==> src/rtl/sha1_pkg.sv <==
package sha1_pkg;

  localparam int WORD_W       = 32;
  localparam int HASH_WORDS   = 5;
  localparam int SCHED_WORDS  = 16;
  localparam int ROUNDS       = 80;
  localparam int ROUND_W      = $clog2(ROUNDS + 1);
  localparam int DIGEST_BYTES = 20;
  localparam int DIGEST_W     = $clog2(DIGEST_BYTES);
  localparam int LEN_BYTES    = 8;
  localparam int LEN_IDX_W    = $clog2(LEN_BYTES);

  typedef logic [WORD_W-1:0] word_t;

  // Round constants, one per group of twenty rounds
  localparam word_t K_CH  = 32'h5a827999;
  localparam word_t K_PA1 = 32'h6ed9eba1;
  localparam word_t K_MAJ = 32'h8f1bbcdc;
  localparam word_t K_PA2 = 32'hca62c1d6;

  localparam word_t INIT_HASH [HASH_WORDS] = '{
    32'h67452301, 32'hefcdab89, 32'h98badcfe, 32'h10325476, 32'hc3d2e1f0
  };

  // Operation codes on the message channel
  localparam logic OP_ABSORB = 1'b0;
  localparam logic OP_FINISH = 1'b1;

  // Padding: marker byte, and the byte position where the length field starts
  localparam logic [7:0] PAD_MARK = 8'h80;
  localparam logic [5:0] LEN_POS  = 6'd56;
  localparam logic [5:0] LAST_POS = 6'd63;

  typedef struct packed {
    logic       op;
    logic [7:0] data_byte;
  } sha1_in_t;

  typedef struct packed {
    logic [7:0] digest_byte;
    logic       last_byte;
  } sha1_out_t;

  typedef enum logic [2:0] {
    ST_IDLE,
    ST_PAD_ONE,
    ST_PAD_ZERO,
    ST_PAD_LEN,
    ST_LOAD,
    ST_ROUND,
    ST_FOLD,
    ST_EMIT
  } sha1_state_t;

  typedef struct packed {
    logic load;
    logic round;
    logic fold;
    logic restore;
  } sha1_core_cmd_t;

  function automatic word_t rotl(word_t v, int unsigned n);
    return (v << n) | (v >> (WORD_W - n));
  endfunction

endpackage

==> src/rtl/sha1_stream_if.sv <==
interface sha1_stream_if #(
  parameter type payload_t = logic
);
  logic     valid;
  logic     ready;
  payload_t payload;

  modport source (output valid, output payload, input ready);
  modport sink (input valid, input payload, output ready);
endinterface

==> src/rtl/sha1_msg.sv <==
// Block buffer and message schedule in one sixteen-word shift line.
// Bytes are packed big-endian into words and shifted in; during the rounds
// the line shifts once a round, feeding back the expanded schedule word.
module sha1_msg (
  input  logic                 clk,
  input  logic                 push,
  input  logic [7:0]           push_byte,
  input  logic [1:0]           byte_pos,
  input  logic                 step,
  output sha1_pkg::word_t      w_cur
);

  logic [23:0]     asm_word;
  sha1_pkg::word_t line [sha1_pkg::SCHED_WORDS];
  sha1_pkg::word_t line_in;
  logic            shift;

  // Pick a fresh message word or the next schedule word
  always_comb begin
    shift = step || (push && (byte_pos == 2'd3));
    if (step) begin
      line_in = sha1_pkg::rotl(line[13] ^ line[8] ^ line[2] ^ line[0], 1);
    end else begin
      line_in = {asm_word, push_byte};
    end
  end

  // Collect the first three bytes of a word
  always_ff @(posedge clk) begin
    if (push) begin
      asm_word <= {asm_word[15:0], push_byte};
    end
  end

  // Advance the line: oldest word at the bottom
  always_ff @(posedge clk) begin
    if (shift) begin
      for (int i = 0; i < sha1_pkg::SCHED_WORDS - 1; i++) begin
        line[i] <= line[i+1];
      end
      line[sha1_pkg::SCHED_WORDS-1] <= line_in;
    end
  end

  assign w_cur = line[0];

endmodule

==> src/rtl/sha1_core.sv <==
// Chaining words, working variables and the single round unit.
module sha1_core (
  input  logic                     clk,
  input  logic                     rst,
  input  sha1_pkg::sha1_core_cmd_t cmd,
  input  sha1_pkg::word_t          w_cur,
  input  logic [sha1_pkg::DIGEST_W-1:0] byte_sel,
  output logic [7:0]               digest_byte,
  output logic                     round_last
);

  sha1_pkg::word_t hash [sha1_pkg::HASH_WORDS];
  sha1_pkg::word_t a, b, c, d, e;
  logic [sha1_pkg::ROUND_W-1:0] rnd;
  sha1_pkg::word_t f, k, t;
  sha1_pkg::word_t sel_word;

  // Round function and constant by round group
  always_comb begin
    priority if (rnd < sha1_pkg::ROUND_W'(20)) begin
      f = (b & c) | (~b & d);
      k = sha1_pkg::K_CH;
    end else if (rnd < sha1_pkg::ROUND_W'(40)) begin
      f = b ^ c ^ d;
      k = sha1_pkg::K_PA1;
    end else if (rnd < sha1_pkg::ROUND_W'(60)) begin
      f = (b & c) | (b & d) | (c & d);
      k = sha1_pkg::K_MAJ;
    end else begin
      f = b ^ c ^ d;
      k = sha1_pkg::K_PA2;
    end
    t = sha1_pkg::rotl(a, 5) + f + e + k + w_cur;
  end

  assign round_last = (rnd == sha1_pkg::ROUND_W'(sha1_pkg::ROUNDS - 1));

  // Working variables and round count
  always_ff @(posedge clk) begin
    if (cmd.load) begin
      a <= hash[0];
      b <= hash[1];
      c <= hash[2];
      d <= hash[3];
      e <= hash[4];
    end else if (cmd.round) begin
      e <= d;
      d <= c;
      c <= sha1_pkg::rotl(b, 30);
      b <= a;
      a <= t;
    end
  end

  always_ff @(posedge clk) begin
    if (rst) begin
      rnd <= '0;
    end else if (cmd.load) begin
      rnd <= '0;
    end else if (cmd.round) begin
      rnd <= rnd + sha1_pkg::ROUND_W'(1);
    end
  end

  // Chaining words: fold in the block result, restore after a digest
  always_ff @(posedge clk) begin
    if (rst || cmd.restore) begin
      for (int i = 0; i < sha1_pkg::HASH_WORDS; i++) begin
        hash[i] <= sha1_pkg::INIT_HASH[i];
      end
    end else if (cmd.fold) begin
      hash[0] <= hash[0] + a;
      hash[1] <= hash[1] + b;
      hash[2] <= hash[2] + c;
      hash[3] <= hash[3] + d;
      hash[4] <= hash[4] + e;
    end
  end

  // Select the digest byte, word 0 first, most significant byte first
  always_comb begin
    unique case (byte_sel[4:2])
      3'd0:    sel_word = hash[0];
      3'd1:    sel_word = hash[1];
      3'd2:    sel_word = hash[2];
      3'd3:    sel_word = hash[3];
      3'd4:    sel_word = hash[4];
      default: sel_word = '0;
    endcase
    unique case (byte_sel[1:0])
      2'd0: digest_byte = sel_word[31:24];
      2'd1: digest_byte = sel_word[23:16];
      2'd2: digest_byte = sel_word[15:8];
      2'd3: digest_byte = sel_word[7:0];
    endcase
  end

endmodule

==> src/rtl/sha1_hash_engine.sv <==
// SHA-1 engine taking one message byte per beat on msg (op 0 absorbs
// data_byte, op 1 ends the message) and returning the 20-byte digest on
// digest, first chaining word first and most significant byte first, with
// last_byte set on the final beat. The byte that completes a 64-byte block
// starts a compression (load, 80 rounds through the single shared round
// adder, fold), during which msg is not ready. A finish inserts 9 to 72
// padding and length bytes, with a step without a push on reaching the
// length field, plus the block compressions they complete, then holds msg
// off until all 20 digest beats have been taken. An empty message is
// allowed and the length counter wraps at 2^64 bits.
module sha1_hash_engine (
  input  logic          clk,
  input  logic          rst,
  sha1_stream_if.sink   msg,
  sha1_stream_if.source digest
);

  sha1_pkg::sha1_state_t    state, state_next;
  sha1_pkg::sha1_state_t    ret_state, ret_state_next;
  sha1_pkg::sha1_core_cmd_t cmd;

  logic [60:0]                     cnt;
  logic [63:0]                     len;
  logic [sha1_pkg::LEN_IDX_W-1:0]  len_idx;
  logic [sha1_pkg::DIGEST_W-1:0]   out_idx;
  logic [5:0]                      pos;
  logic                            push;
  logic [7:0]                      push_byte;
  logic                            step;
  logic                            last_out;
  logic                            round_last;
  logic [7:0]                      core_byte;
  sha1_pkg::word_t                 w_cur;

  assign pos      = cnt[5:0];
  assign last_out = (out_idx == sha1_pkg::DIGEST_W'(sha1_pkg::DIGEST_BYTES - 1));

  // Next state and return point after a compression
  always_comb begin
    state_next     = state;
    ret_state_next = ret_state;
    unique case (state)
      sha1_pkg::ST_IDLE: begin
        if (msg.valid) begin
          if (msg.payload.op == sha1_pkg::OP_FINISH) begin
            state_next = sha1_pkg::ST_PAD_ONE;
          end else if (pos == sha1_pkg::LAST_POS) begin
            state_next     = sha1_pkg::ST_LOAD;
            ret_state_next = sha1_pkg::ST_IDLE;
          end
        end
      end
      sha1_pkg::ST_PAD_ONE: begin
        if (pos == sha1_pkg::LAST_POS) begin
          state_next     = sha1_pkg::ST_LOAD;
          ret_state_next = sha1_pkg::ST_PAD_ZERO;
        end else begin
          state_next = sha1_pkg::ST_PAD_ZERO;
        end
      end
      sha1_pkg::ST_PAD_ZERO: begin
        if (pos == sha1_pkg::LEN_POS) begin
          state_next = sha1_pkg::ST_PAD_LEN;
        end else if (pos == sha1_pkg::LAST_POS) begin
          state_next     = sha1_pkg::ST_LOAD;
          ret_state_next = sha1_pkg::ST_PAD_ZERO;
        end
      end
      sha1_pkg::ST_PAD_LEN: begin
        if (len_idx == sha1_pkg::LEN_IDX_W'(sha1_pkg::LEN_BYTES - 1)) begin
          state_next     = sha1_pkg::ST_LOAD;
          ret_state_next = sha1_pkg::ST_EMIT;
        end
      end
      sha1_pkg::ST_LOAD: state_next = sha1_pkg::ST_ROUND;
      sha1_pkg::ST_ROUND: begin
        if (round_last) begin
          state_next = sha1_pkg::ST_FOLD;
        end
      end
      sha1_pkg::ST_FOLD: state_next = ret_state;
      sha1_pkg::ST_EMIT: begin
        if (digest.ready && last_out) begin
          state_next = sha1_pkg::ST_IDLE;
        end
      end
      default: state_next = sha1_pkg::ST_IDLE;
    endcase
  end

  // Handshakes, byte pushes and core commands
  always_comb begin
    msg.ready    = 1'b0;
    digest.valid = 1'b0;
    push         = 1'b0;
    push_byte    = msg.payload.data_byte;
    step         = 1'b0;
    cmd          = '0;
    unique case (state)
      sha1_pkg::ST_IDLE: begin
        msg.ready = 1'b1;
        push      = msg.valid && (msg.payload.op == sha1_pkg::OP_ABSORB);
      end
      sha1_pkg::ST_PAD_ONE: begin
        push      = 1'b1;
        push_byte = sha1_pkg::PAD_MARK;
      end
      sha1_pkg::ST_PAD_ZERO: begin
        push      = (pos != sha1_pkg::LEN_POS);
        push_byte = 8'h00;
      end
      sha1_pkg::ST_PAD_LEN: begin
        push      = 1'b1;
        push_byte = len[63:56];
      end
      sha1_pkg::ST_LOAD:  cmd.load = 1'b1;
      sha1_pkg::ST_ROUND: begin
        cmd.round = 1'b1;
        step      = 1'b1;
      end
      sha1_pkg::ST_FOLD:  cmd.fold = 1'b1;
      sha1_pkg::ST_EMIT: begin
        digest.valid = 1'b1;
        cmd.restore  = digest.ready && last_out;
      end
      default: ;
    endcase
  end

  always_ff @(posedge clk) begin
    if (rst) begin
      state     <= sha1_pkg::ST_IDLE;
      ret_state <= sha1_pkg::ST_IDLE;
    end else begin
      state     <= state_next;
      ret_state <= ret_state_next;
    end
  end

  // Byte count: advance per pushed byte, drop after the digest
  always_ff @(posedge clk) begin
    if (rst || cmd.restore) begin
      cnt <= '0;
    end else if (push) begin
      cnt <= cnt + 61'd1;
    end
  end

  // Hold the message length and shift it out most significant byte first
  always_ff @(posedge clk) begin
    if (state == sha1_pkg::ST_IDLE) begin
      len <= {cnt, 3'b000};
    end else if (state == sha1_pkg::ST_PAD_LEN) begin
      len <= {len[55:0], 8'h00};
    end
  end

  always_ff @(posedge clk) begin
    if (rst || state == sha1_pkg::ST_IDLE) begin
      len_idx <= '0;
    end else if (state == sha1_pkg::ST_PAD_LEN) begin
      len_idx <= len_idx + sha1_pkg::LEN_IDX_W'(1);
    end
  end

  // Digest beat index
  always_ff @(posedge clk) begin
    if (rst) begin
      out_idx <= '0;
    end else if (digest.valid && digest.ready) begin
      out_idx <= last_out ? '0 : out_idx + sha1_pkg::DIGEST_W'(1);
    end
  end

  assign digest.payload = {core_byte, last_out};

  sha1_msg u_msg (
    .clk       (clk),
    .push      (push),
    .push_byte (push_byte),
    .byte_pos  (pos[1:0]),
    .step      (step),
    .w_cur     (w_cur)
  );

  sha1_core u_core (
    .clk         (clk),
    .rst         (rst),
    .cmd         (cmd),
    .w_cur       (w_cur),
    .byte_sel    (out_idx),
    .digest_byte (core_byte),
    .round_last  (round_last)
  );

  // Input and output sides never open together
  assert property (@(posedge clk) disable iff (rst) msg.ready |-> !digest.valid)
    else $error("msg ready while digest is valid");

  // A byte filling the block starts a compression
  assert property (@(posedge clk) disable iff (rst)
    (msg.valid && msg.ready && msg.payload.op == sha1_pkg::OP_ABSORB &&
     pos == sha1_pkg::LAST_POS) |=> state == sha1_pkg::ST_LOAD)
    else $error("full block did not start a compression");

  // The final length byte lands in the last slot of the block
  assert property (@(posedge clk) disable iff (rst)
    (state == sha1_pkg::ST_PAD_LEN &&
     len_idx == sha1_pkg::LEN_IDX_W'(sha1_pkg::LEN_BYTES - 1)) |-> pos == sha1_pkg::LAST_POS)
    else $error("length field misaligned in padded block");

  // After the last digest beat the count is cleared and input reopens
  assert property (@(posedge clk) disable iff (rst)
    (digest.valid && digest.ready && digest.payload.last_byte) |=>
    (cnt == '0 && state == sha1_pkg::ST_IDLE))
    else $error("engine not restored after the digest");

endmodule

==> src/flat_wrapper.sv <==
// flat-port wrapper written by rule: the top's interface ports become plain ports
module sha1_hash_engine_flat import sha1_pkg::*;
  (clk, rst, msg_valid, msg_payload, msg_ready, digest_valid, digest_payload, digest_ready);
  sha1_stream_if #(.payload_t(sha1_in_t)) msg_i ();
  sha1_stream_if #(.payload_t(sha1_out_t)) digest_i ();
  input  logic clk;
  input  logic rst;
  input wire logic [$bits(msg_i.valid)-1:0] msg_valid;
  input wire logic [$bits(msg_i.payload)-1:0] msg_payload;
  output wire logic [$bits(msg_i.ready)-1:0] msg_ready;
  output wire logic [$bits(digest_i.valid)-1:0] digest_valid;
  output wire logic [$bits(digest_i.payload)-1:0] digest_payload;
  input wire logic [$bits(digest_i.ready)-1:0] digest_ready;
  assign msg_i.valid = msg_valid;
  assign msg_i.payload = msg_payload;
  assign msg_ready = msg_i.ready;
  assign digest_valid = digest_i.valid;
  assign digest_payload = digest_i.payload;
  assign digest_i.ready = digest_ready;
  sha1_hash_engine u_core (.clk(clk), .rst(rst), .msg(msg_i), .digest(digest_i));
endmodule
==> config.mk <==
export PLATFORM = sky130hd
export DESIGN_NAME = sha1_hash_engine_flat
export DESIGN_NICKNAME = d
export VERILOG_FILES = /design/src/rtl/sha1_pkg.sv /design/src/rtl/sha1_stream_if.sv /design/src/rtl/sha1_msg.sv /design/src/rtl/sha1_core.sv /design/src/rtl/sha1_hash_engine.sv /design/src/flat_wrapper.sv
export SDC_FILE = /design/constraint.sdc
export NUM_CORES = 2
export LEC_CHECK = 0
export ABC_CLOCK_PERIOD_IN_PS = 46700
export BUFFER_PORTS_ARGS = -buffer_cell sky130_fd_sc_hd__buf_2
export CORE_ASPECT_RATIO = 1.2
export CORE_MARGIN = 2
export CORE_UTILIZATION = 40
export CTS_CLUSTER_SIZE = 30
export DETAILED_ROUTE_END_ITERATION = 10
export GPL_ROUTABILITY_DRIVEN = 1
export PLACE_DENSITY_LB_ADDON = 0.15
export SKIP_CTS_REPAIR_TIMING = 1
export SYNTH_ARGS = -nofsm -noshare
export SYNTH_HDL_FRONTEND = slang
export SYNTH_HIERARCHICAL = 1
export SYNTH_SLANG_ARGS = --single-unit
==> constraint.sdc <==
create_clock -name clk -period 46.7 [get_ports clk]
set_input_delay 4.67 -clock clk [delete_from_list [all_inputs] [get_ports clk]]
set_output_delay 4.67 -clock clk [all_outputs]
set_load 0.02 [all_outputs]
==> out/metrics.yaml <==
layout:
  drive_gt1_share_pct: 10.8
  fin_nets: 4398
  area_growth_pct: 10.8
  postLayoutCellArea_um2: 56600
  fillers: 11711
sta:
  relSlewSlack_pct: 19.6
  hold_violations: 0
  rsz0062_at_grt: "no"
  fin_worst_skew_ns: 0.0467
  worst_slack_ns: 38.35
  period_minus_slack_ns: 8.35
  period_share_pct: 17.9
  worst_slew_pin_slew_ns: 1.20
  fmax_mhz: 120
  holdWs_ns: 0.411
  setup_viol: 0
  drv_slew: 0
  tns_ns: 0
critical_path:
  critPathRequiredTime_ns: 42.03
  worstReg2RegStart: "u_core/u_core/rnd[3]"
  crit_fanout: 37
  crit_type: "register to primary output"
  slowest_delay_ns: 0.58
  r2r_end: "u_core/u_core/a[21]"
  critPathSlowestCell: "dfxtp_2"
  cp_common_cell: "buf_4"
  start_kind: "register"
  ff2ff_path_depth: 22
  arrival_ns: 3.68
  cp-end-kind: "primary output"
  worstPathCellList: "buf_4 -> nor2b_1 -> buf_4 -> a21oi_1 -> o22ai_1 -> nand2_1 -> o211ai_1 -> o21ai_0 -> a211oi_1 -> buf_2"
  r2r_slack_ns: 38.81
clocking:
  cts.clk_slew.worst_paths_ns: 0.06
  clock_latency_ns: 0.74
  tritoncts: "yes"
  numCtsBuffers: 108
  htree_levels: 3
  root_buffer: "clkbuf_16"
  clock_path_buffers: 3
  cts_sinks: 998
power:
  power_w: 0.00419
  p_per_area_nw_per_um2: 74.1
  cellLeakagePower_nw: 20.0
  max-vdd-ir-drop_mv: 0.0453
global_routing:
  track_usage_pct: 21.5
  grt_overflow: 0
  grt_pass1_wl_mm: 207
  antenna_found_initial: 6
  grt_start_max_net_pins: 195
  grt_pass1_vias: 31783
die:
  fp.dieArea_um2: 131000
  core.rowCount: 143
  die_y_um: 395
  ioPinCount: 24
  fp.dieW_um: 330
  start_util_pct: 40.3
  coreArea_um2: 127000
min_path:
  hold_path_class: "register to register"
  hold_depth: 0
  min_from: "u_core/u_msg/line[1][46]"
  holdPathEnd: "u_core/u_msg/line[1][14]"
place:
  port_buffers: 23
  pre_cts_slack_ns: 37.63
  dpl_cell_area_um2: 52900
  routabilityCongestion: 0.976
  dp.final_hpwl_mm: 102
synthesis:
  synth_top_cell_area_share_pct: 53.9
  synth_cell_type_count: 95
  synth_warnings: 6
  yosys-top-cells-area: "edfxtp_1 54%, fa_1 4.9%, ha_1 4.9%, mux2_2 3.4%, dfxtp_1 3.2%"
  synth_nets: 4390
  postSynthCellCount: 4053
  yosys.area.top_type: "edfxtp_1"
  synth_area_um2: 51100
  synth_edf_count: 917
  ys_seq_elements: 998
  async_flop_share_pct: 0
  synth_ff_type: "edfxtp_1"
  synthTopCellsByCount: "917 x edfxtp_1, 282 x nor2_1, 264 x nand2_1"
  synth.avg_cell_area_um2: 12.6
  synth_most_common_cell: "edfxtp_1"
  seq_area_frac_synth_pct: 57.1
status:
  status: "complete, but fails checks"
  violations: "DRC"
routing:
  wl_per_cell_um: 24.3
  postRouteWirelength_mm: 141
  drtPass1Iterations: 8
  drt-initial-drc-count: 2816
  drc: 2
  viasPerCell: 5.54
  route.vias.total: 32268
  ant_nets: 0
job:
  timing.max_cap.violations: 0
[cells by family (layout without fill, tap and decap cells)]
| group | Yosys count | in the layout | synth area share [%] |
|---|---|---|---|
| compound gates | 840 | 840 | 10.8 |
| xor+xnor | 267 | 267 | 4.58 |
| fa+ha+maj | 324 | 324 | 9.77 |
| buf+inv | 427 | 526 | 3.43 |
| flops | 998 | 998 | 57.1 |
| mux | 245 | 245 | 5.43 |
| other cells | 0 | 1 | 0 |
| simple gates | 952 | 952 | 8.87 |
[metal layers]
layer	global-route usage [%]	wire, um	up-vias
li1	-	-	14965
met1	27.7	58600	16119
met2	35.3	67900	894
met3	3.32	7200	282
met4	10.7	7410	8
met5	0	49	-
[power breakdown]
part / internal (W) / switching (W)
Clock: 0.000514 / 0.000369
Sequential: 0.00127 / 0.000114
Combinational: 0.000759 / 0.00117
Total: 0.00254 / 0.00165
[flip-flops by register name, summed over array words and instances, names as in the netlist, 3 cells and up]
signal and cells:
u_core/state 3, u_core/len 61, u_core/u_core/e 32, u_core/len_idx 3
u_core/out_idx 5, u_core/u_core/a 32, u_core/u_msg/line 512, u_core/u_core/c 32
u_core/cnt 61, u_core/u_core/rnd 7, u_core/u_core/d 32, u_core/u_core/hash 160
u_core/u_core/b 32, u_core/u_msg/asm_word 24
[how the worst max path moves through the flow]
| stage | startpoint | endpoint | slack [ns] | cells past startpoint |
|---|---|---|---|---|
| 2_1_floorplan | msg_payload[8] | u_core/u_msg/line[0][0] | 28.00 | 4 |
| 6_report | u_core/out_idx[4] | digest_payload[7] | 38.35 | 10 |
| 3_5_place_dp | msg_payload[8] | u_core/u_msg/line[2][37] | 37.63 | 7 |
| 4_1_cts | u_core/out_idx[4] | digest_payload[6] | 38.28 | 10 |
| 3_3_place_gp | msg_payload[8] | u_core/u_msg/line[2][37] | 37.73 | 7 |
| 5_1_grt | u_core/out_idx[4] | digest_payload[7] | 38.01 | 10 |
[area by class of cell]
cell class | count | area [um2] | share of cell area, %
antenna | 1 | 2.50 | 0.00442
clock buffer | 137 | 2870 | 5.08
clock inverter | 64 | 776 | 1.37
inverter | 257 | 965 | 1.70
multi-input combinational | 2628 | 20200 | 35.8
sequential | 998 | 29200 | 51.5
tap | 1667 | 2090 | 3.69
timing repair buffer | 68 | 478 | 0.845
[placed cells by master (no fill, tap or decap), drive strengths merged, types with 47 or more instances in the layout]
cell    instances
a21o           88
a21oi         218
buf            68
clkbuf        137
dfxtp          81
edfxtp        917
fa            125
ha            199
inv           256
mux2          155
mux2i          80
nand2         264
nand2b         47
nand3          64
nor2          282
nor3           60
o21ai         197
xnor2         181
xor2           86
[critical path: cells and delay by family (launching register included)]
family / cells / cell delay [ns]
buffers and inverters: 3 / 0.97
AOI/OAI and AO/OA: 5 / 0.95
DFF: 1 / 0.58
and+or+nand+nor: 2 / 0.49
[per-stage QoR]
step,std cells,utilization [%]
final,5820,44.7
after global routing,5820,44.7
after floorplan,4053,-
after detailed placement,5618,41.8
after CTS,5819,44.7
after global placement,5618,41.8
Note: power is estimated with default switching activity, not from simulation.
